### src/rtl/bpc_div.sv
// ----------------------------------------------------------------------------
// bpc_div
// Pipelined unsigned restoring divider, one quotient bit per stage, with a
// sideband word and a valid bit carried alongside each operand pair.
// ----------------------------------------------------------------------------
module bpc_div #(
    parameter int NW = 32,
    parameter int DW = 17,
    parameter int SW = 1
) (
    input  logic          i_clk,
    input  logic          i_rst_n,
    input  logic          i_en,
    input  logic          i_valid,
    input  logic [NW-1:0] i_num,
    input  logic [DW-1:0] i_den,
    input  logic [SW-1:0] i_side,
    output logic          o_valid,
    output logic [NW-1:0] o_quo,
    output logic [SW-1:0] o_side
);
    localparam int AW = DW + NW;

    // accumulator holds remainder on top, dividend / quotient bits below
    wire [AW-1:0] w_acc  [0:NW];
    wire [DW-1:0] w_den  [0:NW];
    wire [SW-1:0] w_side [0:NW];
    wire          w_vld  [0:NW];

    assign w_acc[0]  = {{DW{1'b0}}, i_num};
    assign w_den[0]  = i_den;
    assign w_side[0] = i_side;
    assign w_vld[0]  = i_valid;

    for (genvar k = 0; k < NW; k++) begin : g_step
        logic [AW:0]   w_sh;
        logic [DW:0]   w_top;
        logic [DW:0]   w_dif;
        logic [AW-1:0] n_acc;
        logic [AW-1:0] r_acc;
        logic [DW-1:0] r_den;
        logic [SW-1:0] r_side;
        logic          r_vld;

        // shift in one dividend bit and try to subtract
        always_comb begin
            w_sh  = {w_acc[k], 1'b0};
            w_top = w_sh[AW:NW];
            w_dif = w_top - {1'b0, w_den[k]};
            if (!w_dif[DW]) begin
                n_acc = {w_dif[DW-1:0], w_sh[NW-1:1], 1'b1};
            end else begin
                n_acc = w_sh[AW-1:0];
            end
        end

        // stage valid
        always_ff @(posedge i_clk) begin
            if (!i_rst_n) begin
                r_vld <= 1'b0;
            end else if (i_en) begin
                r_vld <= w_vld[k];
            end
        end

        // stage payload
        always_ff @(posedge i_clk) begin
            if (i_en) begin
                r_acc  <= n_acc;
                r_den  <= w_den[k];
                r_side <= w_side[k];
            end
        end

        assign w_acc[k+1]  = r_acc;
        assign w_den[k+1]  = r_den;
        assign w_side[k+1] = r_side;
        assign w_vld[k+1]  = r_vld;
    end

    assign o_valid = w_vld[NW];
    assign o_quo   = w_acc[NW][NW-1:0];
    assign o_side  = w_side[NW];
endmodule

### config.mk
export PLATFORM = sky130hd
export DESIGN_NAME = bpc_div
export DESIGN_NICKNAME = d
export VERILOG_FILES = /design/src/rtl/bpc_div.sv
export SDC_FILE = /design/constraint.sdc
export NUM_CORES = 2
export LEC_CHECK = 0
export BUFFER_PORTS_ARGS = -buffer_cell sky130_fd_sc_hd__buf_4
export CAP_MARGIN = 10
export CORE_MARGIN = 2
export CORE_UTILIZATION = 30
export CTS_BUF_LIST = sky130_fd_sc_hd__clkbuf_2
export DETAILED_ROUTE_END_ITERATION = 6
export PLACE_DENSITY = 0.45
export SLEW_MARGIN = 25
export SYNTH_ARGS = -nofsm -noshare
export SYNTH_HDL_FRONTEND = slang
export SYNTH_SLANG_ARGS = --single-unit
export TNS_END_PERCENT = 10
### constraint.sdc
create_clock -name i_clk -period 5.18 [get_ports i_clk]
set_input_delay 0.518 -clock i_clk [delete_from_list [all_inputs] [get_ports i_clk]]
set_output_delay 0.518 -clock i_clk [all_outputs]
set_load 0.01 [all_outputs]
==> flow_summary.ini <==
[run_status]
status = finished clean

[power]
ir_worst_vdd_uv = 244
p_leak_nw = 43.5
power_density_nw_per_um2 = 569

[placement]
hpwl_mm = 129
post_dp_cell_area_um2 = 105000
place.gp.congestion = 0.827
io_buffers = 87

[critical_path]
critPathBufInv = 8
crit_family = buffers and inverters
worstPathCellList = dlygate4sd3_1, dlygate4sd3_1, dlygate4sd3_1, buf_4, dlygate4sd3_1, nor4_1, dlygate4sd3_1, nand4_1, dlygate4sd3_1, nor2_1, mux2i_1, dlygate4sd3_1
crit_required_ns = 6.92
crit_type = input port to register
crit_path_end_kind = register
r2r_cells = 10
slowest_delay_ns = 0.64
crit_fanout = 3
r2r-start = g_step[10].r_den[1]
regToRegEndpoint = g_step[11].r_acc[34]
setup.worst_path.start_class = input port
ff2ff_setup_slack_ns = 1.51
arrival_ns = 5.54
cp_slowest_cell = dlygate4sd3_1
path_common_cell = dlygate4sd3_1

[route]
wl_mm = 194
drtAntennaViolNets = 0
drtIter0Drc = 3166
drc = 0
drtPass1Iterations = 6
viasPerCell = 4.53
detail_route.wl_per_cell_um = 15.4
vias = 57100

[synthesis]
yosys.area.top_type = edfxtp_1
ys_types = 83
synth_edf_count = 2110
async_reset_ff_share_pct = 0
synthTopCellsByArea = edfxtp_1, ha_1, mux2_2
synth_top_cell_area_share_pct = 64.2
syn_area_um2 = 98600
synthCells = 7015
synth_ff_type = edfxtp_1
ys_seq_area_share_pct = 64.9
syn_area_per_cell_um2 = 14.1
synth-seq-cells = 2142
yosys_warnings = 0

[floorplanning]
core_area_um2 = 327000
ioPinCount = 88
rows = 210
start_util_pct = 30.1
dieArea_um2 = 333000
die_w_um = 577
die_h_um = 577

[timing]
setup_viol = 0
rsz0062_at_grt = no
fin_skew_ns = 0.181
tns_ns = 0
relSlewSlack_pct = 33.5
min_period_over_period_pct = 73.3
finalHoldViolations = 0
fmax_ghz = 0.263
final-max-slew-violation-count = 0
period_needed_ns = 3.80
worst_pin_slew_ns = 0.996

[cts]
ctsResizeCount = 0
clock_tree.root_cell = clkbuf_2
cts_buffers = 602
htree_levels = 6
clk_path_buf_depth = 4
cts_tree = done
post_cts_buffers = 0
worstSkewPairLatency_ns = 1.97
cts-hold-fix-buffers = 214
cts_sinks = 2142
path_clk_slew_ns = 0.12

[global_route]
grt_pass1_wl_mm = 314
grt_pass1_vias = 59200
grt_max_degree = 152
antenna_found_initial = 7
groute.usage.overall_pct = 11.5
overflow = 0

[run]
maxCapViolCount = 0

[final_layout]
nets = 8442
syn2layout_area_growth_pct = 14.1
final_core_util_pct = 34.4
final_area_um2 = 113000
mostFrequentLayoutCell = edfxtp_1
final_cell_mix = edfxtp_1, clkbuf_2, inv_1
drive_gt1_share_pct = 19.0

[worst_hold_path]
whs_path_depth = 0
min_path_type = register to register
hold_end = g_step[14].r_acc[31]
hp-start = g_step[13].r_acc[30]
## area by class of cell
type | instances | area (um2)
timing repair buffer | 354 | 3500
fill | 32100 | 215000
antenna | 11 | 27.5
sequential | 2142 | 64000
tap | 4346 | 5440
multi-input combinational | 4094 | 31800
inverter | 636 | 2390
clock buffer | 850 | 4250
clock inverter | 176 | 1090
## cell usage after synthesis (13+ instances only)
cell type     n
inv_1       636
ha_1        528
fa_1         30
nor2b_1     122
nor4_1       26
nand2_1     272
o31ai_1      28
a211oi_1     45
mux2i_1     132
a221oi_1     22
dfxtp_1      32
nand4_1      56
or3_1        16
edfxtp_1   2110
o2111ai_1    15
o31a_1       47
nand3_1     113
and3_1       32
nand3b_1     22
mux2_2      426
o21bai_1     22
a21o_1      117
a31oi_1      67
nor3_1       64
clkbuf_1    116
a21oi_1     412
nand2b_1     87
o21ai_0     251
nor2_2       13
o211ai_1     14
a21boi_0     13
xor2_1      108
o21a_1      207
buf_2        19
nor2_1      357
o221ai_1     24
xnor2_1     248
## worst reg2reg max path, delay by kind of cell, from the launching register on
family | cells | cell delay (ns)
muxes | 1 | 0.44
and+or+nand+nor | 3 | 1.08
buffers and inverters | 1 | 0.09
AOI/OAI and AO/OA | 4 | 1.08
adders and majority gates | 1 | 0.22
DFF | 1 | 0.47
## flip-flops by register name (all words and copies together) (netlist names)
register       flops
g_step.r_acc    1551
g_step.r_den     527
g_step.r_side     31
g_step.r_vld      31
o_side             1
o_valid            1
## layer usage
layer / global-route usage [%] / up-vias / wire length (um)
met5: 0 / - / 72
met4: 4.76 / 10 / 5930
met3: 2.55 / 467 / 9190
met2: 19.1 / 1159 / 92800
met1: 14.4 / 27200 / 86400
li1: - / 28200 / -
## power by group
| part | total, mW | switching, mW | internal [mW] |
|---|---|---|---|
| clock | 12.3 | 7.32 | 4.93 |
| sequential | 25.8 | 1.87 | 23.9 |
| combinational | 25.9 | 13.4 | 12.6 |
| total | 64.0 | 22.6 | 41.4 |
## worst max path at each step
stage                         from                   end  cells past startpoint
2_1_floorplan  g_step[11].r_den[1]  g_step[12].r_acc[41]                     11
3_3_place_gp   g_step[11].r_den[1]  g_step[12].r_acc[34]                     10
3_5_place_dp   g_step[11].r_den[1]  g_step[12].r_acc[37]                     10
4_1_cts        g_step[11].r_den[1]  g_step[12].r_acc[36]                     10
5_1_grt        g_step[10].r_den[1]  g_step[11].r_acc[34]                     10
6_report                  i_den[6]   g_step[0].r_acc[32]                     12
## through the flow
step / power (mW) / instances / hold slack (ns) / setup WS, ns
6_report: 64.0 / 12600 / 0.307 / 1.38
5_1_grt: 69.2 / 12600 / 0.200 / 1.23
4_1_cts: 65.2 / 12600 / 0.0118 / 1.35
3_5_place_dp: 51.9 / 11400 / 0.405 / 1.41
3_3_place_gp: 51.6 / 11400 / 0.401 / 1.46
2_1_floorplan: 45.8 / 7021 / 0.400 / 2.08
## cells by family after synthesis
family / count (synthesis) / share of synthesized area (%)
adder cells (fa/ha/maj): 558 / 7.31
XOR/XNOR: 368 / 3.36
buffers and inverters: 785 / 3.06
flip-flops: 2142 / 64.9
AO/OA/AOI/OAI: 1369 / 8.95
multiplexers: 571 / 6.39
AND/OR/NAND/NOR: 1221 / 6.03
other: 1 / 0.00380
Note: power is estimated with default switching activity, not from simulation.
